--- config.mk ---
export PLATFORM = sky130hd
export DESIGN_NAME = msq_tail
export DESIGN_NICKNAME = d
export VERILOG_FILES = /design/src/hdl/msq_pkg.sv /design/src/hdl/msq_tail.sv
export SDC_FILE = /design/constraint.sdc
export NUM_CORES = 1
export LEC_CHECK = 0
export ABC_AREA = 1
export BUFFER_PORTS_ARGS = -buffer_cell sky130_fd_sc_hd__buf_2
export CAP_MARGIN = 20
export CORE_UTILIZATION = 39
export DETAILED_ROUTE_END_ITERATION = 8
export MAX_ROUTING_LAYER = met4
export PLACE_DENSITY = 0.65
export REMOVE_ABC_BUFFERS = 1
export SLEW_MARGIN = 20
export SYNTH_ARGS = -nofsm -noshare
export SYNTH_HDL_FRONTEND = slang
export SYNTH_SLANG_ARGS = --single-unit
--- constraint.sdc ---
create_clock -name clk -period 2.5 [get_ports clk]
set_input_delay 0.25 -clock clk [delete_from_list [all_inputs] [get_ports clk]]
set_output_delay 0.25 -clock clk [all_outputs]
set_load 0.02 [all_outputs]
--- src/hdl/msq_pkg.sv ---
// Shared types and constants for max_square_of_ones.
// No dependencies.
`timescale 1ns / 1ps

package msq_pkg;

    localparam int SIZE_W             = 11;
    localparam int MAX_COLUMNS_DEF    = 1024;
    localparam logic [SIZE_W-1:0] ROW_WIDTH_RESET = 11'd1024;
    localparam logic [SIZE_W-1:0] SIZE_SAT        = '1;

    typedef logic [SIZE_W-1:0] size_t;

    // request travelling down the cell chain
    typedef struct packed {
        logic  cell_bit;
        logic  first;
        logic  last;
        size_t size;
    } tok_t;

endpackage

--- src/hdl/msq_tail.sv ---
// Output side: running maximum and result register at the end of the chain.
// Depends on msq_pkg; also produces the chain advance enable.
`timescale 1ns / 1ps

module msq_tail
    import msq_pkg::*;
(
    input  logic  clk,
    input  logic  rst_n,
    input  logic  vld_in,
    input  tok_t  tok_in,
    output logic  adv,
    output logic  result_valid,
    input  logic  result_stall,
    output size_t max_side
);

    size_t best_reg;
    size_t best_next;
    logic  result_valid_reg;
    size_t max_side_reg;
    logic  take;

    assign adv       = !(vld_in && tok_in.last && result_valid_reg && result_stall);
    assign take      = adv && vld_in;
    assign best_next = (tok_in.size > best_reg) ? tok_in.size : best_reg;

    assign result_valid = result_valid_reg;
    assign max_side     = max_side_reg;

    always_ff @(posedge clk or negedge rst_n)
    begin
        if (!rst_n)
        begin
            best_reg         <= '0;
            result_valid_reg <= 1'b0;
        end
        else
        begin
            if (take)
            begin
                best_reg <= tok_in.last ? '0 : best_next;
            end
            if (take && tok_in.last)
            begin
                result_valid_reg <= 1'b1;
            end
            else if (!result_stall)
            begin
                result_valid_reg <= 1'b0;
            end
        end
    end

    always_ff @(posedge clk)
    begin
        if (take && tok_in.last)
        begin
            max_side_reg <= best_next;
        end
    end

endmodule

==> results_dict.tcl <==
set metrics [dict create \
    status "finished clean" \
    synth_warnings 0 \
    finalSetupViolCount 0 \
    crit_required_ns 2.53 \
    synth_area_leaders "edfxtp_1 (23%), dfrtp_1 (21%), nand2_1 (14%)" \
    dp_hpwl_microns 1930 \
    nets 232 \
    holdPathStages 3 \
    synth_edf_count 11 \
    clkSinkCount 23 \
    grt_pass1_vias 1058 \
    fp.coreArea_sq_um 3440 \
    drt_iter0_markers 45 \
    yosysTopAreaCellShare_pct 22.9 \
    crit_type "flip-flop to flip-flop" \
    multi_input_area_sq_um 662 \
    report.final.slew_viol_count 0 \
    dieArea_sq_um 3950 \
    worst_setup_path_start_kind "flip-flop" \
    yosysMostFrequentCell "nand2_1" \
    htree_levels 1 \
    final.min_clock_period_ns 2.04 \
    drive_gt1_share_pct 25.7 \
    dr.pass1.iters 4 \
    grt_pass1_wl_microns 4750 \
    io_buffer_count 28 \
    rsz0062_at_grt "false" \
    syn_avg_cell_area_sq_um 8.50 \
    grt_max_degree 14 \
    netlist_top_cells_count "nand2_1 (55), inv_1 (29), dfrtp_1 (12)" \
    cts_buffers 3 \
    viasPerCell 4.52 \
    synth_flop_cell "dfrtp_1" \
    vias 1122 \
    insertion_delay_ns 0.27 \
    place_congestion 0.759 \
    ys_types 22 \
    vdd_drop_max_mv 0.323 \
    seq_area_frac_synth_pct 43.6 \
    antenna_left 0 \
    finalWirelength_microns 2760 \
    seqCellArea_sq_um 631 \
    synth_top_area_cell "edfxtp_1" \
    area_growth_pct 16.4 \
    arrival_ns 2.06 \
    finish.utilization_pct 48.9 \
    relSlewSlack_pct 67.4 \
    clk_pin_slew_ns 0.08 \
    fillCellCount 337 \
    initial_core_util_pct 42.0 \
    core.rowCount 21 \
    diodes 0 \
    hold_viol 0 \
    fp.dieW_microns 62.9 \
    syn_inst 170 \
    postCtsSetupRepairBufs 0 \
    fin_crit_sh_pct 81.4 \
    cts_tree "done" \
    p_leak_nw 0.899 \
    groute.usage.overall_pct 16.1 \
    root_buffer "clkbuf_8" \
    ys_seq_elements 23 \
    drc 0 \
    critical_path.endpoint_type "flip-flop" \
    maxCapViolations 0 \
    holdCritPathClass "primary input to flip-flop" \
    finClkSkew_ns 0.00497 \
    antenna_found_initial 0 \
    fmax_ghz 0.491 \
    r2r_cells 11 \
    cts.path.max_buffers 2 \
    path_max_fanout 13 \
    power_density_nw_per_um2 638 \
    io_pins 31 \
    grt_overflow 0 \
    die_h_microns 62.9 \
    synth_area_sq_um 1450 \
    wire_per_inst_microns 11.1 \
    setup_tns_ns 0 \
    synthArstFlopShare_pct 52.2 \
    worst_slew_pin_slew_ns 0.488 \
]
## kinds of logic (layout without fill, tap and decap cells)
family / count (synthesis) / after routing / share of synthesized area (%)
and+or+nand+nor: 97 / 97 / 34.3
buffers and inverters: 34 / 66 / 10.6
DFF: 23 / 23 / 43.6
adders and majority gates: 11 / 11 / 9.52
AOI/OAI and AO/OA: 5 / 5 / 1.99
## worst max-delay path, cell delays in order (launching register included)
cell	delay (ns)
dfrtp_1	0.40
inv_1	0.08
ha_1	0.22
nand2_1	0.11
inv_2	0.05
nand2_2	0.06
inv_1	0.04
nand2_1	0.09
nand3_4	0.22
nand2_2	0.28
nand2_1	0.10
and2_1	0.15
## cell type report
class | count | share of cell area [%]
sequential | 23 | 37.5
tap | 46 | 3.42
clock inverter | 1 | 0.298
clock buffer | 3 | 2.46
multi-input combinational | 113 | 39.4
timing repair buffer | 32 | 10.3
inverter | 30 | 6.70
## what timing repair did
item	4_1_cts	5_1_grt
hold buffers	1	0
endpoints found under the hold margin	12	0
resized for setup	0	0
## layer usage
metal  vias up  wire length [microns]  track usage, %
li1        597                      -               -
met1       498                   1440            21.3
met2        23                   1180            24.3
met3         4                    103            3.83
met4         0                     29            4.36
met5         -                      0               -
## cells in the final DEF (no fill, tap or decap)
cell type      count
a21oi_1            3
a21oi_2            1
and2_1            10
buf_2             28
buf_4              3
clkbuf_8           3
clkinv_2           1
dfrtp_1           12
dlygate4sd3_1      1
edfxtp_1          11
ha_1              11
inv_1             29
inv_2              1
nand2_1           55
nand2_2            3
nand3_1           11
nand3_2           10
nand3_4            1
nand3b_1           1
nand4_1            1
nor2_1             4
nor2_2             1
o21ai_1            1
## through the flow
stage	total power (W)	std cells	setup slack [ns]	area, sq um	hold slack [ns]
global placement	0.000841	243	0.477	1630	0.161
floorplan	0.000752	166	0.444	1410	-0.0456
CTS	0.00109	248	0.451	1680	0.214
detailed placement	0.000846	243	0.481	1630	0.163
global route	0.00116	248	0.299	1680	0.228
finish	0.00107	248	0.464	1680	0.222
## report_power, final
group | total [W] | switching [W] | internal (W) | leakage (nW)
Clock | 0.000234 | 0.000123 | 0.000111 | 0.0255
Combinational | 0.000358 | 0.000223 | 0.000134 | 0.615
Sequential | 0.000481 | 0.0000205 | 0.000460 | 0.259
## final timing paths
check | slack (ns) | startpoint | endpoint
worst min-delay path | 0.22 | result_stall | result_valid
worst max-delay path | 0.46 | best_reg[9] | max_side[8]
max in group asynchronous | 1.87 | rst_n | best_reg[2]
min in group asynchronous | 0.39 | rst_n | best_reg[3]
worst max register to register | 0.46 | best_reg[9] | max_side[8]
worst min register to register | 0.48 | best_reg[8] | best_reg[8]
(Power assumes the default switching activity.)
