===== src/hdl/msq_pkg.sv =====
// Shared types and constants for max_square_of_ones.
// No dependencies.
`timescale 1ns / 1ps

package msq_pkg;

    localparam int SIZE_W             = 11;
    localparam int MAX_COLUMNS_DEF    = 1024;
    localparam logic [SIZE_W-1:0] ROW_WIDTH_RESET = 11'd1024;
    localparam logic [SIZE_W-1:0] SIZE_SAT        = '1;

    typedef logic [SIZE_W-1:0] size_t;

    // request travelling down the cell chain
    typedef struct packed {
        logic  cell_bit;
        logic  first;
        logic  last;
        size_t size;
    } tok_t;

endpackage


===== src/hdl/msq_front.sv =====
// Input side: row width register, column counter and first-row flag.
// Depends on msq_pkg; feeds the first cell of the chain.
`timescale 1ns / 1ps

module msq_front
    import msq_pkg::*;
#(
    parameter int MAX_COLUMNS = MAX_COLUMNS_DEF,
    parameter int COL_W       = 10
)
(
    input  logic             clk,
    input  logic             rst_n,
    input  logic             cfg_valid,
    output logic             cfg_ready,
    input  size_t            row_width,
    input  logic             item_valid,
    output logic             item_stall,
    input  logic             cell_bit,
    input  logic             last_cell,
    input  logic             adv,
    output logic             vld_out,
    output tok_t             tok_out,
    output logic [COL_W-1:0] col_out
);

    localparam int CMP_W = ($clog2(MAX_COLUMNS + 1) > SIZE_W) ?
                           $clog2(MAX_COLUMNS + 1) : SIZE_W;

    size_t            row_width_reg;
    logic [COL_W-1:0] col_reg;
    logic [COL_W-1:0] col_next;
    logic             first_reg;
    logic             first_next;
    logic [CMP_W-1:0] width_ext;
    logic [CMP_W-1:0] width_eff;
    logic [CMP_W-1:0] col_inc;
    logic             wrap;
    logic             accept;

    assign cfg_ready  = 1'b1;
    assign item_stall = !adv;
    assign accept     = item_valid && adv;

    always_comb
    begin
        width_ext = CMP_W'(row_width_reg);
        if (width_ext == '0)
        begin
            width_eff = CMP_W'(1);
        end
        else if (width_ext > CMP_W'(MAX_COLUMNS))
        begin
            width_eff = CMP_W'(MAX_COLUMNS);
        end
        else
        begin
            width_eff = width_ext;
        end
        col_inc = CMP_W'(col_reg) + CMP_W'(1);
        wrap    = (col_inc >= width_eff);
    end

    always_comb
    begin
        if (last_cell)
        begin
            col_next   = '0;
            first_next = 1'b1;
        end
        else if (wrap)
        begin
            col_next   = '0;
            first_next = 1'b0;
        end
        else
        begin
            col_next   = col_inc[COL_W-1:0];
            first_next = first_reg;
        end
    end

    always_comb
    begin
        vld_out          = accept;
        tok_out.cell_bit = cell_bit;
        tok_out.first    = first_reg;
        tok_out.last     = last_cell;
        tok_out.size     = '0;
        col_out          = col_reg;
    end

    always_ff @(posedge clk or negedge rst_n)
    begin
        if (!rst_n)
        begin
            row_width_reg <= ROW_WIDTH_RESET;
            col_reg       <= '0;
            first_reg     <= 1'b1;
        end
        else
        begin
            if (cfg_valid && cfg_ready)
            begin
                row_width_reg <= row_width;
            end
            if (accept)
            begin
                col_reg   <= col_next;
                first_reg <= first_next;
            end
        end
    end

endmodule


===== config.mk =====
export PLATFORM = sky130hd
export DESIGN_NAME = msq_front
export DESIGN_NICKNAME = d
export VERILOG_FILES = /design/src/hdl/msq_pkg.sv /design/src/hdl/msq_front.sv
export SDC_FILE = /design/constraint.sdc
export NUM_CORES = 1
export LEC_CHECK = 0
export BUFFER_PORTS_ARGS = -buffer_cell sky130_fd_sc_hd__buf_2
export CORE_ASPECT_RATIO = 0.6
export CORE_MARGIN = 4
export CORE_UTILIZATION = 30
export DETAILED_ROUTE_END_ITERATION = 16
export SLEW_MARGIN = 20
export SYNTH_ARGS = -nofsm -noshare
export SYNTH_HDL_FRONTEND = slang
export SYNTH_SLANG_ARGS = --single-unit

===== constraint.sdc =====
create_clock -name clk -period 2.7 [get_ports clk]
set_input_delay 0.135 -clock clk [delete_from_list [all_inputs] [get_ports clk]]
set_output_delay 0.135 -clock clk [all_outputs]
set_load 0.1 [all_outputs]

==> flow_summary.ini <==
[worst_setup_path]
reg2reg_slack_ps = 60
cp.required_ps = 2870
path_buf_inv = 1
regToRegStartpoint = col_out[0]
critPathKind = reg -> reg
crit_family = compound AO/OA/AOI/OAI gates
r2r_cells = 11
cpMaxStageDelayCell = dfrtp_4
arrival_ps = 2810
crit_chain = ha_4 -> and4_4 -> nand4_1 -> xnor2_2 -> ha_1 -> a21oi_2 -> nor2_1 -> a2111oi_4 -> o21ai_4 -> buf_4 -> o31ai_4
critPathLaunchType = register
worst-path-max-fanout = 6
end_kind = register
slowest_delay_ps = 470
r2r_end = col_out[7]

[timing]
rsz0062_at_grt = true
slew_headroom_pct = 64.4
worst_pin_slew_ps = 534
fmax_mhz = 379
hold_viol = 0
fin_crit_ps = 2640
fin_skew_ps = 10.2
setup_viol = 0
final_max_slew_viol_count = 0
post-route-period-util_pct = 97.8

[cells_and_area]
nets = 226
antennaDiodeCount = 0
syn_to_final_growth_pct = 20.6
layoutNonFillerInstCount = 258
drive_gt1_share_pct = 41.5
largest_reg_flops = 11
final_cell_area_um2 = 1850

[synth]
synth_area_um2 = 1530
yosys_warnings = 0
seq_area_frac_synth_pct = 36.1
ys_ff_latch = 22
yosys.area.top_type = dfrtp_1
async_reset_ff_share_pct = 100
yosysMostFrequentCell = nand2_1
synth.top_cells.by_count = nand2_1 (34), dfrtp_1 (20), buf_4 (15)
synthDistinctLibCells = 36
synth_top_flop_cell = dfrtp_1
synth_top_area_share_pct = 32.7
synth.avg_cell_area_um2 = 9.52
synthCells = 161
synth_edf_count = 0
synth_area_leaders = dfrtp_1 (33%), ha_1 (9.8%), nand2_1 (8.3%), buf_4 (7.3%), mux2_2 (6.6%)

[cts]
cts.root.buffer_cell = clkbuf_8
clockBufferDepth = 2
cts.sinks = 22
insertion_delay_ps = 270
cts_tree = done
htree_levels = 1
clk_pin_slew_worst_paths_ps = 90
cts_buffers = 3

[power_and_ir_drop]
intPower_mw = 0.579
comb_power_share_pct = 39.3
powerDensity_nw_per_um2 = 561
seq_power_share_pct = 39.6
totalPowerFinal_mw = 1.04
power_switching_share_pct = 44.2
switchingPower_mw = 0.459
leakage_nw = 0.880
ir_worst_vdd_mv = 0.228
pwr-share-clk_pct = 21.1

[placement]
placed_cell_area_um2 = 1730
dp_hpwl_mm = 2.80
routabilityCongestion = 0.818
dpl.cell_count = 249
port_buffers = 30

[grt]
antenna_found_initial = 0
first_global_vias = 1108
grt_pass1_wl_mm = 5.78
grt_max_degree = 23
track_usage_pct = 11.4
gr-total-overflow = 0

[floorplan]
initial_utilization_pct = 32.2
num_io_pins = 45
dieWidth_um = 100
num_rows = 19
core_area_um2 = 4750
fp.dieArea_um2 = 6350
die_y_um = 63.4

[detailed_routing]
route.detailed.drc = 0
wl_mm = 3.56
drt_iter0_markers = 39
ant_nets = 0
dr.pass1.iters = 4
routed_via_density = 4.56
wl_per_cell_um = 13.8
vias = 1177

[run_status]
outcome = finished, final reports clean

[run]
drv_cap = 0

[min_path]
holdCritPathClass = in -> reg
min_to = row_width_reg[0]
whs_path_depth = 3
hold_path.startpoint = row_width[0]
==> cell families (layout without fill, tap and decap cells) <==
family | count (synthesis) | in the layout | synth area share [%]
AOI/OAI and AO/OA | 26 | 26 | 15.2
other | 2 | 12 | 0.490
and+or+nand+nor | 54 | 54 | 15.7
muxes | 10 | 10 | 7.27
buffers and inverters | 27 | 51 | 10.9
DFF | 22 | 22 | 36.1
adders and majority gates | 12 | 12 | 9.80
xor gates and xnor gates | 8 | 8 | 4.57
==> routing by layer <==
| layer | global-route usage [%] | part of all wire (%) | vias up |
|---|---|---|---|
| li1 | - | - | 593 |
| met1 | 18.6 | 56 | 551 |
| met2 | 14.5 | 37 | 31 |
| met3 | 3.31 | 6.7 | 2 |
| met4 | 1.51 | 0.28 | 0 |
| met5 | 0 | 0 | - |
==> layout by cell type, fill, tap and decap left out, types with 3 or more instances in the layout <==
| cell | count |
|---|---|
| nand2_1 | 34 |
| dfrtp_2 | 5 |
| nand3_1 | 4 |
| xnor2_1 | 6 |
| o21ai_2 | 7 |
| mux2_2 | 9 |
| o21ai_0 | 5 |
| ha_1 | 11 |
| nor2_1 | 4 |
| inv_1 | 5 |
| dfrtp_4 | 4 |
| buf_4 | 9 |
| conb_1 | 12 |
| clkbuf_8 | 3 |
| dfrtp_1 | 11 |
| buf_2 | 30 |
==> tightest hold or removal path: cells and delay by family <==
kind | cells | cell delay [ps]
buf+inv | 1 | 80
simple gates | 1 | 40
compound gates | 1 | 60
==> worst max-delay path by stage <==
stage / depth (start not counted) / to / slack (ps) / from
after global routing: 11 / col_out[7] / -30 / col_out[1]
after CTS: 11 / col_out[4] / 50 / col_out[0]
after detailed placement: 10 / col_out[2] / -0.7 / col_out[0]
after global placement: 11 / col_out[4] / 120 / col_out[0]
final: 11 / col_out[7] / 60 / col_out[0]
after floorplan: 11 / col_out[7] / 30 / col_out[5]
==> power groups by stage <==
stage	sequential [mW]	combinational, mW	clock (mW)
2_1_floorplan	0.485	0.269	0
3_3_place_gp	0.415	0.387	0
3_5_place_dp	0.416	0.389	0
4_1_cts	0.410	0.396	0.230
5_1_grt	0.417	0.441	0.238
6_report	0.410	0.408	0.219
==> what timing repair did <==
| item | in CTS | in global routing |
|---|---|---|
| endpoints found under the setup margin | 4 | 10 |
| hold endpoints to repair | 20 | 0 |
| pin swaps | 1 | 4 |
| hold buffers | 1 | 0 |
| resized for setup | 2 | 5 |
| buffers inserted | 0 | 4 |
==> stage by stage <==
step,setup TNS (ps),worst slack [ps],hold WS (ps),utilization [%]
2_1_floorplan,0,31.9,-161,-
3_3_place_gp,0,123,139,36.4
3_5_place_dp,-0.658,-0.658,145,36.4
4_1_cts,0,47.9,71.3,37.8
5_1_grt,-114,-29.6,85.0,38.9
6_report,0,58.2,69.1,38.9
==> cell type report <==
cell class                 instances  area (um^2)
fill                             493         2910
multi-input combinational        122          896
sequential                        22          574
timing repair buffer              40          228
tap                               63         78.8
clock buffer                       4         45.0
inverter                           7         26.3
Note: power is estimated with default switching activity, not from simulation.
