<file path="config.mk">
export PLATFORM = sky130hd
export DESIGN_NAME = msq_cell
export DESIGN_NICKNAME = d
export VERILOG_FILES = /design/src/hdl/msq_pkg.sv /design/src/hdl/msq_cell.sv
export SDC_FILE = /design/constraint.sdc
export NUM_CORES = 1
export LEC_CHECK = 0
export ABC_CLOCK_PERIOD_IN_PS = 14770
export BUFFER_PORTS_ARGS = -buffer_cell sky130_fd_sc_hd__buf_2
export CORE_MARGIN = 3
export CORE_UTILIZATION = 30
export CTS_CLUSTER_SIZE = 12
export DETAILED_ROUTE_END_ITERATION = 12
export GPL_TIMING_DRIVEN = 0
export SYNTH_ARGS = -nofsm -noshare
export SYNTH_HDL_FRONTEND = slang
export SYNTH_SLANG_ARGS = --single-unit
</file>
<file path="constraint.sdc">
create_clock -name clk -period 14.77 [get_ports clk]
set_input_delay 2.954 -clock clk [delete_from_list [all_inputs] [get_ports clk]]
set_output_delay 2.954 -clock clk [all_outputs]
set_load 0.01 [all_outputs]
</file>
<file path="src/hdl/msq_pkg.sv">
// Shared types and constants for max_square_of_ones.
// No dependencies.
`timescale 1ns / 1ps

package msq_pkg;

    localparam int SIZE_W             = 11;
    localparam int MAX_COLUMNS_DEF    = 1024;
    localparam logic [SIZE_W-1:0] ROW_WIDTH_RESET = 11'd1024;
    localparam logic [SIZE_W-1:0] SIZE_SAT        = '1;

    typedef logic [SIZE_W-1:0] size_t;

    // request travelling down the cell chain
    typedef struct packed {
        logic  cell_bit;
        logic  first;
        logic  last;
        size_t size;
    } tok_t;

endpackage

</file>
<file path="src/hdl/msq_cell.sv">
// One column cell: holds the latest and previous square size of its column.
// Depends on msq_pkg.
`timescale 1ns / 1ps

module msq_cell
    import msq_pkg::*;
#(
    parameter int COL_W = 10,
    parameter int IDX   = 0
)
(
    input  logic             clk,
    input  logic             rst_n,
    input  logic             adv,
    input  logic             vld_in,
    input  tok_t             tok_in,
    input  logic [COL_W-1:0] col_in,
    input  size_t            left_val,
    input  size_t            left_old,
    output logic             vld_out,
    output tok_t             tok_out,
    output logic [COL_W-1:0] col_out,
    output size_t            val_out,
    output size_t            old_out
);

    logic             vld_reg;
    tok_t             tok_reg;
    logic [COL_W-1:0] col_reg;
    size_t            val_reg;
    size_t            old_reg;
    logic             hit;
    size_t            upper;
    size_t            upper_left;
    size_t            min_lu;
    size_t            min_all;
    size_t            size_next;

    assign hit = vld_reg && (col_reg == COL_W'(IDX));

    always_comb
    begin
        upper      = tok_reg.first ? '0 : val_reg;
        upper_left = tok_reg.first ? '0 : left_old;
        min_lu     = (left_val < upper) ? left_val : upper;
        min_all    = (min_lu < upper_left) ? min_lu : upper_left;
        if (!tok_reg.cell_bit)
        begin
            size_next = '0;
        end
        else if (min_all == SIZE_SAT)
        begin
            size_next = SIZE_SAT;
        end
        else
        begin
            size_next = min_all + 1'b1;
        end
    end

    always_comb
    begin
        tok_out = tok_reg;
        if (hit)
        begin
            tok_out.size = size_next;
        end
    end

    assign vld_out = vld_reg;
    assign col_out = col_reg;
    assign val_out = val_reg;
    assign old_out = old_reg;

    always_ff @(posedge clk or negedge rst_n)
    begin
        if (!rst_n)
        begin
            vld_reg <= 1'b0;
        end
        else if (adv)
        begin
            vld_reg <= vld_in;
        end
    end

    always_ff @(posedge clk)
    begin
        if (adv)
        begin
            tok_reg <= tok_in;
            col_reg <= col_in;
            if (hit)
            begin
                val_reg <= size_next;
                old_reg <= val_reg;
            end
        end
    end

endmodule

</file>
==> report_table.html, run 1 <==
<table>
<tr><th>Metric</th><th>Value</th></tr>
<tr><th colspan="2">Run status</th></tr>
<tr><td>Outcome</td><td>complete, no violations</td></tr>
<tr><th colspan="2">Setup path</th></tr>
<tr><td>CP bufs+invs</td><td>9</td></tr>
<tr><td>Worst Setup Path Type</td><td>primary input to output port</td></tr>
<tr><td>CP peak stage delay</td><td>0.58 ns</td></tr>
<tr><td>Cell family with most CP delay</td><td>buffers and inverters</td></tr>
<tr><td>Peak fanout along the critical path</td><td>10</td></tr>
<tr><td>Worst endpoint required time</td><td>11.82 ns</td></tr>
<tr><td>Crit path launch type</td><td>primary input</td></tr>
<tr><td>Slowest cell on crit path</td><td>sky130_fd_sc_hd__or4_4</td></tr>
<tr><td>CP arrival</td><td>9.21 ns</td></tr>
<tr><td>Sort of element at the end of the critical path</td><td>output port</td></tr>
<tr><th colspan="2">Cells and area</th></tr>
<tr><td>Fraction of layout instances using a drive strength above 1</td><td>33.66%</td></tr>
<tr><td>Leading cell type in the layout, fill and taps excluded</td><td>sky130_fd_sc_hd__buf_2</td></tr>
<tr><td>Footprint of the multi-input gates</td><td>0.001609 mm2</td></tr>
<tr><td>Total of fill cells in the finished design</td><td>1019</td></tr>
<tr><td>Area growth from synthesis to final layout</td><td>23.09%</td></tr>
<tr><td>Post-layout utilization of the core</td><td>38.85%</td></tr>
<tr><td>Count of inserted antenna diode cells</td><td>0</td></tr>
<tr><td>Final net count</td><td>473</td></tr>
<tr><td>Commonest cells after routing, fill and taps aside</td><td>sky130_fd_sc_hd__buf_2 (100), sky130_fd_sc_hd__edfxtp_1 (46), sky130_fd_sc_hd__nand2_1 (29)</td></tr>
<tr><td>Area taken by flip-flops and latches</td><td>0.001406 mm2</td></tr>
<tr><th colspan="2">Synthesis</th></tr>
<tr><td>Average cell area after synthesis</td><td>10.57 um2</td></tr>
<tr><td>Cells after Synth</td><td>300</td></tr>
<tr><td>FFs w/ async S/R, synth</td><td>2.128%</td></tr>
<tr><td>Dominant synthesized flop cell</td><td>sky130_fd_sc_hd__edfxtp_1</td></tr>
<tr><td>Number of synthesized register bits</td><td>47</td></tr>
<tr><td>Register area share after synthesis</td><td>44.36%</td></tr>
<tr><td>Area leader, netlist</td><td>sky130_fd_sc_hd__edfxtp_1</td></tr>
<tr><td>Distinct cell type count after synthesis</td><td>58</td></tr>
<tr><td>Portion of synthesized cell area occupied by the leading cell type</td><td>43.57%</td></tr>
<tr><td>Number of synthesized flops with an enable pin</td><td>46</td></tr>
<tr><td>Synthesized Nets</td><td>370</td></tr>
<tr><td>Total of warnings raised by yosys</td><td>0</td></tr>
<tr><td>Cells taking the most area after synthesis</td><td>sky130_fd_sc_hd__edfxtp_1 (44%), sky130_fd_sc_hd__ha_1 (7.9%), sky130_fd_sc_hd__mux2_2 (4.6%)</td></tr>
<tr><td>Post-synth design cell area</td><td>0.003171 mm2</td></tr>
<tr><th colspan="2">CTS</th></tr>
<tr><td>Number of buffers between clock root and the deepest sink</td><td>2</td></tr>
<tr><td>Depth of the CTS H-tree</td><td>2</td></tr>
<tr><td>Number of sinks on the clock net</td><td>47</td></tr>
<tr><td>Num CTS Buffers</td><td>5</td></tr>
<tr><td># hold bufs at CTS</td><td>0</td></tr>
<tr><td>Buffer count from post-CTS setup fixing</td><td>0</td></tr>
<tr><td>Clock Latency Late Sink</td><td>0.29 ns</td></tr>
<tr><td>Resize count post-CTS</td><td>0</td></tr>
<tr><td>Clock slew at the register clock pins of the worst setup and hold paths</td><td>0.08 ns</td></tr>
<tr><td>TritonCTS clock tree</td><td>built</td></tr>
<tr><td>Master cell of the clock root buffer</td><td>sky130_fd_sc_hd__clkbuf_8</td></tr>
<tr><th colspan="2">Floorplan</th></tr>
<tr><td>Initial Utilization</td><td>31.56%</td></tr>
<tr><td>Y dimension of the die</td><td>108.8 um</td></tr>
<tr><td>Standard cell core area</td><td>0.01004 mm2</td></tr>
<tr><td>Chip Width</td><td>108.8 um</td></tr>
<tr><td>Row cnt</td><td>36</td></tr>
<tr><td>I/O pin count</td><td>97</td></tr>
<tr><td>Full die area</td><td>0.01184 mm2</td></tr>
<tr><th colspan="2">Job</th></tr>
<tr><td>Number of maximum-capacitance constraint violations</td><td>0</td></tr>
<tr><th colspan="2">Timing</th></tr>
<tr><td>Setup repair after global routing missed its margin</td><td>false</td></tr>
<tr><td>Part of the cycle the worst path needs</td><td>82.38%</td></tr>
<tr><td>Max frequency</td><td>82.18 MHz</td></tr>
<tr><td>Worst-case headroom to the max-slew limit</td><td>35.16%</td></tr>
<tr><td>Number of failing setup endpoints in the final timing report</td><td>0</td></tr>
<tr><td>Skew final</td><td>0.009997 ns</td></tr>
<tr><td>Slew at the pin closest to its max-slew limit</td><td>0.9726 ns</td></tr>
<tr><td>Final hold violations</td><td>0</td></tr>
<tr><td>Final critical-path required period</td><td>12.17 ns</td></tr>
<tr><td>Number of max-slew violations in the final report</td><td>0</td></tr>
<tr><td>Fin Setup TNS</td><td>0 ns</td></tr>
<tr><th colspan="2">Routing</th></tr>
<tr><td>Vias</td><td>2673</td></tr>
<tr><td>Remaining antenna violation count</td><td>0</td></tr>
<tr><td>Vias per std cell</td><td>4.978</td></tr>
<tr><td>Final WL</td><td>8829 um</td></tr>
<tr><td>DRC Markers</td><td>0</td></tr>
<tr><td>DRC marker count from the first detailed-route iteration</td><td>219</td></tr>
<tr><td>Routed len/inst</td><td>16.44 um</td></tr>
<tr><td>DRT Pass-1 Iters</td><td>5</td></tr>
<tr><th colspan="2">Placement</th></tr>
<tr><td>Gpl congestion</td><td>0.9315</td></tr>
<tr><td>Number of port buffers</td><td>96</td></tr>
<tr><td>Detailed Place HPWL</td><td>7255 um</td></tr>
<tr><th colspan="2">Hold path</th></tr>
<tr><td>Type of the worst min-delay path</td><td>register to register</td></tr>
<tr><th colspan="2">Global route</th></tr>
<tr><td>Wire length of the first global-routing pass</td><td>13640 um</td></tr>
<tr><td>Largest net degree at the start of global routing</td><td>27</td></tr>
<tr><td>Number of global-route vias before repair</td><td>2651</td></tr>
<tr><td>Overall routing resource usage</td><td>14.80%</td></tr>
<tr><td>Overflow left after global routing</td><td>0</td></tr>
<tr><td>Initial antenna violation count</td><td>0</td></tr>
<tr><th colspan="2">Power and ir drop</th></tr>
<tr><td>Static leakage</td><td>0.001652 uW</td></tr>
<tr><td>Peak ir drop on the vdd network</td><td>0.06085 mV</td></tr>
<tr><td>Total power after layout</td><td>330.8 uW</td></tr>
<tr><td>Power density over the cells</td><td>84.75 mW/mm2</td></tr>
</table>
-- metal layers --
metal  up-vias  global-route usage (%)  share of wire (%)
met4         0                   2.525                1.3
met1      1243                   19.42                 43
li1       1318                       -                  -
met3        10                   3.789                7.2
met5         -                       0                  0
met2       102                   24.98                 49
-- logic make-up (layout without fill, tap and decap cells) --
group / count (synthesis) / in the layout / share of synthesized area, %
AO/OA/AOI/OAI: 55 / 55 / 12.67
buffers and inverters: 31 / 135 / 4.893
multiplexers: 24 / 24 / 8.130
flip-flops: 47 / 47 / 44.36
adder cells (fa/ha/maj): 20 / 20 / 7.893
AND/OR/NAND/NOR: 108 / 108 / 17.92
XOR/XNOR: 15 / 15 / 4.144
-- cells in the mapped netlist, types with 4 or more instances --
master / count
sky130_fd_sc_hd__a21oi_1: 14
sky130_fd_sc_hd__a31oi_1: 5
sky130_fd_sc_hd__and3_1: 4
sky130_fd_sc_hd__buf_2: 4
sky130_fd_sc_hd__buf_4: 7
sky130_fd_sc_hd__edfxtp_1: 46
sky130_fd_sc_hd__ha_1: 20
sky130_fd_sc_hd__inv_1: 16
sky130_fd_sc_hd__mux2_2: 13
sky130_fd_sc_hd__mux2i_1: 10
sky130_fd_sc_hd__nand2_1: 29
sky130_fd_sc_hd__nand3_1: 16
sky130_fd_sc_hd__nand4_1: 4
sky130_fd_sc_hd__nor2_1: 19
sky130_fd_sc_hd__nor2b_1: 10
sky130_fd_sc_hd__nor3_1: 4
sky130_fd_sc_hd__o211ai_1: 4
sky130_fd_sc_hd__o21ai_0: 6
sky130_fd_sc_hd__or3_1: 4
sky130_fd_sc_hd__xnor2_1: 9
sky130_fd_sc_hd__xor2_1: 6
-- report_power, final --
group / internal [uW] / switching [uW] / leakage (uW)
sequential: 154 / 2.15 / 0.000446
combinational: 42.4 / 58.7 / 0.00117
clock: 33.1 / 40.7 / 0.0000412
total: 229 / 102 / 0.00165
-- per-stage QoR --
stage,std cells,area [um2],hold slack (ns),setup WS [ns]
finish,537,3902,0.4819,2.602
global route,537,3902,0.5045,2.132
floorplan,300,3171,0.5129,3.651
global placement,529,3817,0.4616,2.779
detailed placement,529,3817,0.4624,2.657
CTS,537,3902,0.4763,2.644
-- worst paths after layout --
kind                              from          to  slack, ns  depth (start not counted)
min in group asynchronous        rst_n     vld_out       2.42                          1
min                         val_out[4]  old_out[4]       0.48                          0
max                        left_val[2]  tok_out[7]       2.60                         29
min reg2reg                 val_out[4]  old_out[4]       0.48                          0
max in group asynchronous        rst_n     vld_out      12.27                          1
max reg2reg                tok_out[12]  val_out[3]       7.55                         30
-- layout make-up --
cell class	instances	share of cell area (%)
well taps	133	4.264
inverters	18	1.731
clock buffers	6	1.860
flip-flops and latches	47	36.04
clock inverters	2	0.3206
repair buffers	96	12.31
multi-input cells	222	41.23
plain buffers	13	2.244
No activity file was read; power rests on OpenSTA's default activity.
==> run 2: changes to the inputs <==
- ABC_AREA: not set -> 1
- ABC_CLOCK_PERIOD_IN_PS: 14770 -> 11590
- clock period: 14.77 -> 11.59 ns (I/O delays scaled with it)
==> run 2 against run 1 <==
Register-to-register slack worse by 1.1 ns. Clock-buffer cell count unchanged. Clock skew is 0.0015 ns lower. Area after synthesis down 0.32%. Power up 34%. Core utilization grew 0.075 points. Die area shrank 0.30%. Combinational power rose by 48%. Non-clock buffer count down 2. Global-route usage shrank 2.0 points. Sequential cell count unchanged. Worst hold slack better by 0.027 ns. Largest cell class unchanged. Highest routed layer unchanged.
==> report_table.html, run 2 <==
<table>
<tr><th>Metric</th><th>Value</th></tr>
<tr><th colspan="2">Cells and area</th></tr>
<tr><td>Fraction of layout instances using a drive strength above 1</td><td>35.35% (+1.7 points)</td></tr>
<tr><td>Number of standard cells in the layout, taps in and fillers out</td><td>580 (+8.0%)</td></tr>
<tr><td>Final net count</td><td>516 (+9.1%)</td></tr>
<tr><td>Area growth from synthesis to final layout</td><td>23.16% (about the same)</td></tr>
<tr><td>Commonest cells after routing, fill and taps aside</td><td>sky130_fd_sc_hd__buf_2 (99), sky130_fd_sc_hd__nand2_1 (86), sky130_fd_sc_hd__inv_1 (46), sky130_fd_sc_hd__edfxtp_1 (46), sky130_fd_sc_hd__nand3_1 (25)</td></tr>
<tr><td>Count of inserted antenna diode cells</td><td>0 (unchanged)</td></tr>
<tr><td>Leading cell type in the layout, fill and taps excluded</td><td>sky130_fd_sc_hd__buf_2</td></tr>
<tr><td>Post-layout utilization of the core</td><td>38.93% (+0.075 points)</td></tr>
<tr><td>Final Instance Area</td><td>0.003892 mm2 (-0.26%)</td></tr>
<tr><th colspan="2">Floorplan</th></tr>
<tr><td>Chip Width</td><td>108.6 um (-0.15%)</td></tr>
<tr><td>Standard cell core area</td><td>0.01000 mm2 (-0.45%)</td></tr>
<tr><td>Initial Utilization</td><td>31.61% (+0.042 points)</td></tr>
<tr><td>Row cnt</td><td>36 (unchanged)</td></tr>
<tr><td>I/O pin count</td><td>97 (unchanged)</td></tr>
<tr><td>Y dimension of the die</td><td>108.6 um (-0.15%)</td></tr>
<tr><td>Full die area</td><td>0.01180 mm2 (-0.30%)</td></tr>
<tr><th colspan="2">CTS</th></tr>
<tr><td>Number of sinks on the clock net</td><td>47 (unchanged)</td></tr>
<tr><td>Num CTS Buffers</td><td>5 (unchanged)</td></tr>
<tr><td>Buffer count from post-CTS setup fixing</td><td>0 (unchanged)</td></tr>
<tr><td>Clock slew at the register clock pins of the worst setup and hold paths</td><td>0.09 ns (about the same)</td></tr>
<tr><td>Depth of the CTS H-tree</td><td>2 (unchanged)</td></tr>
<tr><td>Number of buffers between clock root and the deepest sink</td><td>2 (unchanged)</td></tr>
<tr><td>Clock Latency Late Sink</td><td>0.29 ns (about the same)</td></tr>
<tr><td># hold bufs at CTS</td><td>0 (unchanged)</td></tr>
<tr><td>Resize count post-CTS</td><td>0 (unchanged)</td></tr>
<tr><td>Master cell of the clock root buffer</td><td>sky130_fd_sc_hd__clkbuf_8</td></tr>
<tr><td>TritonCTS clock tree</td><td>built</td></tr>
<tr><th colspan="2">Timing</th></tr>
<tr><td>Final critical-path required period</td><td>8.827 ns</td></tr>
<tr><td>Part of the cycle the worst path needs</td><td>76.16%</td></tr>
<tr><td>Worst-case setup margin in the final layout</td><td>2.763 ns (+0.1610 ns)</td></tr>
<tr><td>Final hold violations</td><td>0 (unchanged)</td></tr>
<tr><td>Number of failing setup endpoints in the final timing report</td><td>0 (unchanged)</td></tr>
<tr><td>Setup repair after global routing missed its margin</td><td>false</td></tr>
<tr><td>Skew final</td><td>0.008520 ns (-0.001477 ns)</td></tr>
<tr><td>Slew at the pin closest to its max-slew limit</td><td>0.9533 ns (-0.01924 ns)</td></tr>
<tr><td>Max frequency</td><td>113.3 MHz</td></tr>
<tr><td>Worst-case headroom to the max-slew limit</td><td>36.44% (+1.3 points)</td></tr>
<tr><td>Number of max-slew violations in the final report</td><td>0 (unchanged)</td></tr>
<tr><td>Fin Setup TNS</td><td>0 ns (unchanged)</td></tr>
<tr><th colspan="2">Placement</th></tr>
<tr><td>Number of port buffers</td><td>96 (unchanged)</td></tr>
<tr><td>Detailed Place HPWL</td><td>6260 um (-14%)</td></tr>
<tr><td>DP Worst Slack</td><td>2.681 ns (+0.02465 ns)</td></tr>
<tr><td>Number of instances in the placed design</td><td>572 (+8.1%)</td></tr>
<tr><td>Gpl congestion</td><td>0.8537 (-8.4%)</td></tr>
<tr><td>DP Area</td><td>0.003807 mm2 (-0.26%)</td></tr>
<tr><th colspan="2">Synthesis</th></tr>
<tr><td>Most repeated cell in the gate-level netlist after synthesis</td><td>sky130_fd_sc_hd__nand2_1</td></tr>
<tr><td>Mux cell area share after synthesis</td><td>0% (-8.1 points)</td></tr>
<tr><td>Register area share after synthesis</td><td>44.50% (+0.14 points)</td></tr>
<tr><td>Post-synth design cell area</td><td>0.003161 mm2 (-0.32%)</td></tr>
<tr><td>Portion of synthesized cell area occupied by the leading cell type</td><td>43.71% (+0.14 points)</td></tr>
<tr><td>Synthesized Nets</td><td>413 (+12%)</td></tr>
<tr><td>Cells taking the most area after synthesis</td><td>sky130_fd_sc_hd__edfxtp_1 (44%), sky130_fd_sc_hd__nand2_1 (10%), sky130_fd_sc_hd__ha_1 (7.9%)</td></tr>
<tr><td>Main combinational cell family by area after synthesis</td><td>simple AND/OR/NAND/NOR gates</td></tr>
<tr><td>Average cell area after synthesis</td><td>9.214 um2 (-13%)</td></tr>
<tr><td>Post-synth top cells</td><td>sky130_fd_sc_hd__nand2_1 (86), sky130_fd_sc_hd__edfxtp_1 (46), sky130_fd_sc_hd__inv_1 (46)</td></tr>
<tr><td>FFs w/ async S/R, synth</td><td>2.128% (unchanged)</td></tr>
<tr><td>Dominant synthesized flop cell</td><td>sky130_fd_sc_hd__edfxtp_1</td></tr>
<tr><td>Adder-Cell Fraction of Synth Area</td><td>7.918% (+0.025 points)</td></tr>
<tr><td>Compound-gate portion of the synthesized area</td><td>7.324% (-5.3 points)</td></tr>
<tr><td>Post-Synth XOR/XNOR Area</td><td>0.8314% (-3.3 points)</td></tr>
<tr><td>Area leader, netlist</td><td>sky130_fd_sc_hd__edfxtp_1</td></tr>
<tr><td>Cells after Synth</td><td>343 (+14%)</td></tr>
<tr><td>Post-Synth Simple-Gate Area</td><td>30.13% (+12 points)</td></tr>
<tr><td>Number of synthesized register bits</td><td>47 (unchanged)</td></tr>
<tr><td>Distinct cell type count after synthesis</td><td>40 (-31%)</td></tr>
<tr><td>Number of synthesized flops with an enable pin</td><td>46 (unchanged)</td></tr>
<tr><td>Total of warnings raised by yosys</td><td>0 (unchanged)</td></tr>
<tr><th colspan="2">Setup path</th></tr>
<tr><td>Slowest cell on crit path</td><td>sky130_fd_sc_hd__o21ai_0</td></tr>
<tr><td>CP peak stage delay</td><td>0.31 ns (-0.27 ns)</td></tr>
<tr><td>CP arrival</td><td>6.51 ns (-2.70 ns)</td></tr>
<tr><td>Crit path top cell by count</td><td>sky130_fd_sc_hd__nand2_1</td></tr>
<tr><td>Worst Setup Path Type</td><td>primary input to output port</td></tr>
<tr><td>Crit path launch type</td><td>primary input</td></tr>
<tr><td>Reg2Reg Launch Point</td><td>tok_out[12]</td></tr>
<tr><td>Worst endpoint required time</td><td>9.27 ns (-2.55 ns)</td></tr>
<tr><td>R2r worst-path depth</td><td>31 (+3.3%)</td></tr>
<tr><td>Sort of element at the end of the critical path</td><td>output port</td></tr>
<tr><td>Peak fanout along the critical path</td><td>10 (unchanged)</td></tr>
<tr><td>Reg2reg setup slack</td><td>6.48 ns (-1.07 ns)</td></tr>
<tr><td>FF-to-FF End</td><td>val_out[9]</td></tr>
<tr><th colspan="2">Routing</th></tr>
<tr><td>DRC Markers</td><td>0 (unchanged)</td></tr>
<tr><td>Routed len/inst</td><td>12.82 um (-22%)</td></tr>
<tr><td>Top routing layer in use</td><td>met4</td></tr>
<tr><td>Remaining antenna violation count</td><td>0 (unchanged)</td></tr>
<tr><td>Met2 Routed Length</td><td>3616 um (-16%)</td></tr>
<tr><td>DRT Pass-1 Iters</td><td>5 (unchanged)</td></tr>
<tr><td>Vias</td><td>2607 (-2.5%)</td></tr>
<tr><td>DRC marker count from the first detailed-route iteration</td><td>81 (-63%)</td></tr>
<tr><td>Vias per std cell</td><td>4.495 (-9.7%)</td></tr>
<tr><td>Final WL</td><td>7435 um (-16%)</td></tr>
<tr><td>Amount of wire on met3 after detailed routing</td><td>566 um (-11%)</td></tr>
<tr><td>WL met1</td><td>3201 um (-15%)</td></tr>
<tr><th colspan="2">Run status</th></tr>
<tr><td>Outcome</td><td>complete, no violations</td></tr>
<tr><th colspan="2">Global route</th></tr>
<tr><td>Wire length of the first global-routing pass</td><td>11760 um (-14%)</td></tr>
<tr><td>Largest net degree at the start of global routing</td><td>28 (+3.7%)</td></tr>
<tr><td>Number of global-route vias before repair</td><td>2520 (-4.9%)</td></tr>
<tr><td>Overflow left after global routing</td><td>0 (unchanged)</td></tr>
<tr><td>Initial antenna violation count</td><td>0 (unchanged)</td></tr>
<tr><td>Overall routing resource usage</td><td>12.79% (-2.0 points)</td></tr>
<tr><th colspan="2">Hold path</th></tr>
<tr><td>Type of the worst min-delay path</td><td>register to register</td></tr>
<tr><td>Start point of the worst hold path</td><td>val_out[1]</td></tr>
<tr><td>WHS Path Cells</td><td>0 (unchanged)</td></tr>
<tr><td>Capture endpoint of the worst hold path</td><td>old_out[1]</td></tr>
<tr><th colspan="2">Power and ir drop</th></tr>
<tr><td>Net switching component of the power</td><td>147.9 uW (+46%)</td></tr>
<tr><td>Power density over the cells</td><td>113.5 mW/mm2 (+34%)</td></tr>
<tr><td>Clock share of power</td><td>21.3% (-1.0 points)</td></tr>
<tr><td>Logic pwr share</td><td>33.8% (+3.2 points)</td></tr>
<tr><td>Internal power contribution</td><td>294.0 uW (+28%)</td></tr>
<tr><td>Register share of total power</td><td>44.9% (-2.2 points)</td></tr>
<tr><td>Peak ir drop on the vdd network</td><td>0.08274 mV (+36%)</td></tr>
<tr><td>Static leakage</td><td>0.001894 uW (+15%)</td></tr>
<tr><td>Switch share</td><td>33.47% (+2.7 points)</td></tr>
<tr><th colspan="2">Job</th></tr>
<tr><td>Number of maximum-capacitance constraint violations</td><td>0 (unchanged)</td></tr>
</table>
-- run 2: changes by cell type after synthesis, sizes merged, moves of 8 or more --
cell / previous run / this run
nand2: 29 / 103
nand3: 16 / 33
mux2i: 10 / 0
mux2: 14 / 0
inv: 17 / 49
xnor2: 9 / 1
nor2b: 10 / 0
-- run 2: worst max-delay path by stage --
| stage | cells past startpoint | startpoint | to |
|---|---|---|---|
| global route | 31 | left_val[10] | tok_out[5] |
| CTS | 31 | left_val[10] | tok_out[5] |
| global placement | 31 | left_val[10] | tok_out[5] |
| detailed placement | 31 | left_val[10] | tok_out[5] |
| floorplan | 28 | left_val[10] | tok_out[9] |
| finish | 31 | left_val[10] | tok_out[5] |
-- run 2: logic make-up (layout without fill, tap and decap cells) --
logic type	after synthesis	count (layout)
adder cells (fa/ha/maj)	20	20
AND/OR/NAND/NOR	174	174
buffers and inverters	62	166
XOR/XNOR	3	3
AO/OA/AOI/OAI	37	37
flip-flops	47	47
-- run 2: worst max-delay path, delay by kind of cell --
family | cells | cell delay (ns)
AOI/OAI and AO/OA | 1 | 0.31
adders and majority gates | 3 | 0.82
buffers and inverters | 9 | 1.04
and+or+nand+nor | 18 | 1.99
-- run 2: through the flow --
stage / hold slack (ns) / total power [uW]
floorplan: 0.5208 / 311.2
global placement: 0.4945 / 348.4
detailed placement: 0.4824 / 352.1
CTS: 0.5012 / 446.5
global route: 0.5186 / 473.6
finish: 0.5087 / 442.0
-- run 2: routing by layer --
layer	up-vias	global-route usage, %
met5	-	0
met4	0	2.074
met3	4	3.671
met2	86	22.07
met1	1171	16.19
li1	1346	-
-- run 2: power groups by stage --
stage	Combinational, uW	Sequential [uW]	Clock, uW
after detailed placement	150	202	0
after global routing	169	199	105
after global placement	147	202	0
after CTS	151	198	97.7
after floorplan	108	203	0
final	149	198	94.3
-- run 2: layout make-up --
class | count | area, um2
fill | 1051 | 6107
multi-input combinational | 234 | 1460
sequential | 47 | 1406
timing repair buffer | 96 | 480.5
inverter | 51 | 198.9
tap | 133 | 166.4
buffer | 11 | 95.09
clock buffer | 6 | 72.57
clock inverter | 2 | 12.51
==> run 3: changes to the inputs <==
- ABC_CLOCK_PERIOD_IN_PS: 11590 -> 7300
- clock period: 11.59 -> 7.3 ns (I/O delays scaled with it)
==> run 3 against run 2 <==
Routed wire length up 0.78%. Via count up 0.46%. Cell area up 1.4%. Power up 62%. Sequential share of layout area down 0.50 points. Critical endpoint unchanged. Highest routed layer unchanged.
==> report_table.html, run 3 (synthesis gave the netlist of run 2 again) <==
<table>
<tr><th>Metric</th><th>Value</th></tr>
<tr><th colspan="2">Routing</th></tr>
<tr><td>Vias per std cell</td><td>4.492 (about the same)</td></tr>
<tr><td>DRC marker count from the first detailed-route iteration</td><td>69 (-15%)</td></tr>
<tr><td>DRT Pass-1 Iters</td><td>4 (-1)</td></tr>
<tr><td>Final WL</td><td>7493 um (+0.78%)</td></tr>
<tr><td>Remaining antenna violation count</td><td>0 (unchanged)</td></tr>
<tr><td>Routed len/inst</td><td>12.85 um (+0.26%)</td></tr>
<tr><td>DRC Markers</td><td>0 (unchanged)</td></tr>
<tr><td>Vias</td><td>2619 (+0.46%)</td></tr>
<tr><th colspan="2">CTS</th></tr>
<tr><td>Clock slew at the register clock pins of the worst setup and hold paths</td><td>0.08 ns (about the same)</td></tr>
<tr><td>Clock Latency Late Sink</td><td>0.29 ns (about the same)</td></tr>
<tr><td>Number of sinks on the clock net</td><td>47 (unchanged)</td></tr>
<tr><td>Number of buffers between clock root and the deepest sink</td><td>2 (unchanged)</td></tr>
<tr><td>TritonCTS clock tree</td><td>built</td></tr>
<tr><td>Num CTS Buffers</td><td>5 (unchanged)</td></tr>
<tr><td># hold bufs at CTS</td><td>0 (unchanged)</td></tr>
<tr><td>Master cell of the clock root buffer</td><td>sky130_fd_sc_hd__clkbuf_8</td></tr>
<tr><td>Depth of the CTS H-tree</td><td>2 (unchanged)</td></tr>
<tr><th colspan="2">Floorplan</th></tr>
<tr><td>Full die area</td><td>0.01180 mm2 (unchanged)</td></tr>
<tr><td>I/O pin count</td><td>97 (unchanged)</td></tr>
<tr><td>Y dimension of the die</td><td>108.6 um (unchanged)</td></tr>
<tr><td>Standard cell core area</td><td>0.01000 mm2 (unchanged)</td></tr>
<tr><td>Initial Utilization</td><td>31.61% (unchanged)</td></tr>
<tr><td>Chip Width</td><td>108.6 um (unchanged)</td></tr>
<tr><td>Row cnt</td><td>36 (unchanged)</td></tr>
<tr><th colspan="2">Timing</th></tr>
<tr><td>Fin Setup TNS</td><td>0 ns (unchanged)</td></tr>
<tr><td>Number of failing setup endpoints in the final timing report</td><td>0 (unchanged)</td></tr>
<tr><td>Final critical-path required period</td><td>6.952 ns</td></tr>
<tr><td>Number of max-slew violations in the final report</td><td>0 (unchanged)</td></tr>
<tr><td>Part of the cycle the worst path needs</td><td>95.23%</td></tr>
<tr><td>Setup repair after global routing missed its margin</td><td>false</td></tr>
<tr><td>Smallest hold slack</td><td>0.5020 ns (-0.006678 ns)</td></tr>
<tr><td>Max frequency</td><td>143.8 MHz</td></tr>
<tr><td>Final hold violations</td><td>0 (unchanged)</td></tr>
<tr><td>Slew at the pin closest to its max-slew limit</td><td>0.9597 ns (+0.006326 ns)</td></tr>
<tr><td>Skew final</td><td>0.008547 ns (+0.00002734 ns)</td></tr>
<tr><td>Worst-case headroom to the max-slew limit</td><td>36.02% (-0.42 points)</td></tr>
<tr><td>Worst-case setup margin in the final layout</td><td>0.3480 ns (-2.415 ns)</td></tr>
<tr><th colspan="2">Cells and area</th></tr>
<tr><td>Footprint of the multi-input gates</td><td>0.001490 mm2 (+2.1%)</td></tr>
<tr><td>Area growth from synthesis to final layout</td><td>24.90%</td></tr>
<tr><td>Fraction of layout instances using a drive strength above 1</td><td>36.89% (+1.5 points)</td></tr>
<tr><td>Area taken by flip-flops and latches</td><td>0.001406 mm2 (unchanged)</td></tr>
<tr><td>Count of inserted antenna diode cells</td><td>0 (unchanged)</td></tr>
<tr><td>Commonest cells after routing, fill and taps aside</td><td>sky130_fd_sc_hd__buf_2 (98), sky130_fd_sc_hd__nand2_1 (85), sky130_fd_sc_hd__inv_1 (46), sky130_fd_sc_hd__edfxtp_1 (46), sky130_fd_sc_hd__nand3_1 (25)</td></tr>
<tr><td>Post-layout utilization of the core</td><td>39.48% (+0.55 points)</td></tr>
<tr><td>Final net count</td><td>519 (+0.58%)</td></tr>
<tr><td>Total of fill cells in the finished design</td><td>1052 (+0.095%)</td></tr>
<tr><td>Leading cell type in the layout, fill and taps excluded</td><td>sky130_fd_sc_hd__buf_2</td></tr>
<tr><th colspan="2">Setup path</th></tr>
<tr><td>CP arrival</td><td>5.49 ns (-1.02 ns)</td></tr>
<tr><td>Worst endpoint required time</td><td>5.84 ns (-3.43 ns)</td></tr>
<tr><td>Worst Setup Path Type</td><td>primary input to output port</td></tr>
<tr><td>Crit path launch type</td><td>primary input</td></tr>
<tr><td>Slowest cell on crit path</td><td>sky130_fd_sc_hd__ha_1</td></tr>
<tr><td>Peak fanout along the critical path</td><td>10 (unchanged)</td></tr>
<tr><td>Crit path top cell by count</td><td>sky130_fd_sc_hd__nand2_1</td></tr>
<tr><td>Sort of element at the end of the critical path</td><td>output port</td></tr>
<tr><td>CP peak stage delay</td><td>0.30 ns (about the same)</td></tr>
<tr><th colspan="2">Run status</th></tr>
<tr><td>Outcome</td><td>complete, no violations</td></tr>
<tr><th colspan="2">Global route</th></tr>
<tr><td>Initial antenna violation count</td><td>0 (unchanged)</td></tr>
<tr><td>Overall routing resource usage</td><td>12.79% (unchanged)</td></tr>
<tr><td>Overflow left after global routing</td><td>0 (unchanged)</td></tr>
<tr><td>Number of global-route vias before repair</td><td>2520 (unchanged)</td></tr>
<tr><td>Wire length of the first global-routing pass</td><td>11760 um (unchanged)</td></tr>
<tr><td>Largest net degree at the start of global routing</td><td>28 (unchanged)</td></tr>
<tr><th colspan="2">Power and ir drop</th></tr>
<tr><td>Logic pwr share</td><td>35.1% (+1.3 points)</td></tr>
<tr><td>Net switching component of the power</td><td>239.8 uW (+62%)</td></tr>
<tr><td>Clock share of power</td><td>20.9% (-0.4 points)</td></tr>
<tr><td>Peak ir drop on the vdd network</td><td>0.1314 mV (+59%)</td></tr>
<tr><td>Internal power contribution</td><td>475.6 uW (+62%)</td></tr>
<tr><td>Power density over the cells</td><td>181.2 mW/mm2 (+60%)</td></tr>
<tr><td>Switch share</td><td>33.52% (+0.049 points)</td></tr>
<tr><td>Register share of total power</td><td>44.0% (-0.9 points)</td></tr>
<tr><td>Total power after layout</td><td>715.4 uW (+62%)</td></tr>
<tr><td>Static leakage</td><td>0.001910 uW (+0.84%)</td></tr>
<tr><th colspan="2">Placement</th></tr>
<tr><td>Gpl congestion</td><td>0.8537 (unchanged)</td></tr>
<tr><td>Number of port buffers</td><td>96 (unchanged)</td></tr>
<tr><td>DP Worst Slack</td><td>0.1074 ns (-2.574 ns)</td></tr>
<tr><td>Detailed Place HPWL</td><td>6260 um (unchanged)</td></tr>
<tr><th colspan="2">Job</th></tr>
<tr><td>Number of maximum-capacitance constraint violations</td><td>0 (unchanged)</td></tr>
<tr><th colspan="2">Hold path</th></tr>
<tr><td>Type of the worst min-delay path</td><td>register to register</td></tr>
</table>
==> run 3: routing by layer <==
layer / share of wire, % / global-route usage [%] / vias up
met5: 0 / 0 / -
met4: 0.68 / 2.074 / 0
met3: 7.3 / 3.671 / 4
met2: 49 / 22.07 / 80
met1: 43 / 16.19 / 1188
li1: - / - / 1347
==> run 3: final timing paths <==
path / startpoint / to / slack [ns] / cells after the start
setup reg to reg: tok_out[12] / val_out[9] / 2.33 / 33
max in group asynchronous: rst_n / vld_out / 6.29 / 1
min in group asynchronous: rst_n / vld_out / 0.93 / 1
hold / removal: val_out[10] / old_out[10] / 0.50 / 0
hold reg to reg: val_out[10] / old_out[10] / 0.50 / 0
setup / recovery: left_val[10] / tok_out[5] / 0.35 / 33
==> run 3: worst max-delay path: cells and delay by family <==
kind	cells	cell delay [ns]
compound gates	1	0.07
fa+ha+maj	3	0.78
buf+inv	9	1.03
simple gates	20	2.14
==> run 3: power by group through the flow <==
stage	Combinational (uW)	Sequential, uW	Clock, uW
after floorplan	171	323	0
final	251	315	150
after detailed placement	238	321	0
after CTS	239	315	155
after global placement	233	320	0
after global routing	282	316	167
==> run 3: final cells by class <==
type / count / share of cell area [%]
Inverter: 51 / 5.040
Timing Repair Buffer: 99 / 12.74
Sequential cell: 47 / 35.63
Clock inverter: 2 / 0.3170
Clock buffer: 6 / 1.838
Multi-Input combinational cell: 234 / 37.75
Buffer: 11 / 2.472
Tap cell: 133 / 4.216
==> run 3: what timing repair did <==
action | CTS | global route
gates resized for setup | 0 | 9
setup endpoints to repair | 0 | 11
buffers inserted | 0 | 3
==> run 3: stage by stage <==
| step | instances | instance area, um2 |
|---|---|---|
| after floorplan | 343 | 3161 |
| after global placement | 572 | 3807 |
| after detailed placement | 572 | 3807 |
| after CTS | 580 | 3892 |
| after global routing | 583 | 3948 |
| final | 583 | 3948 |
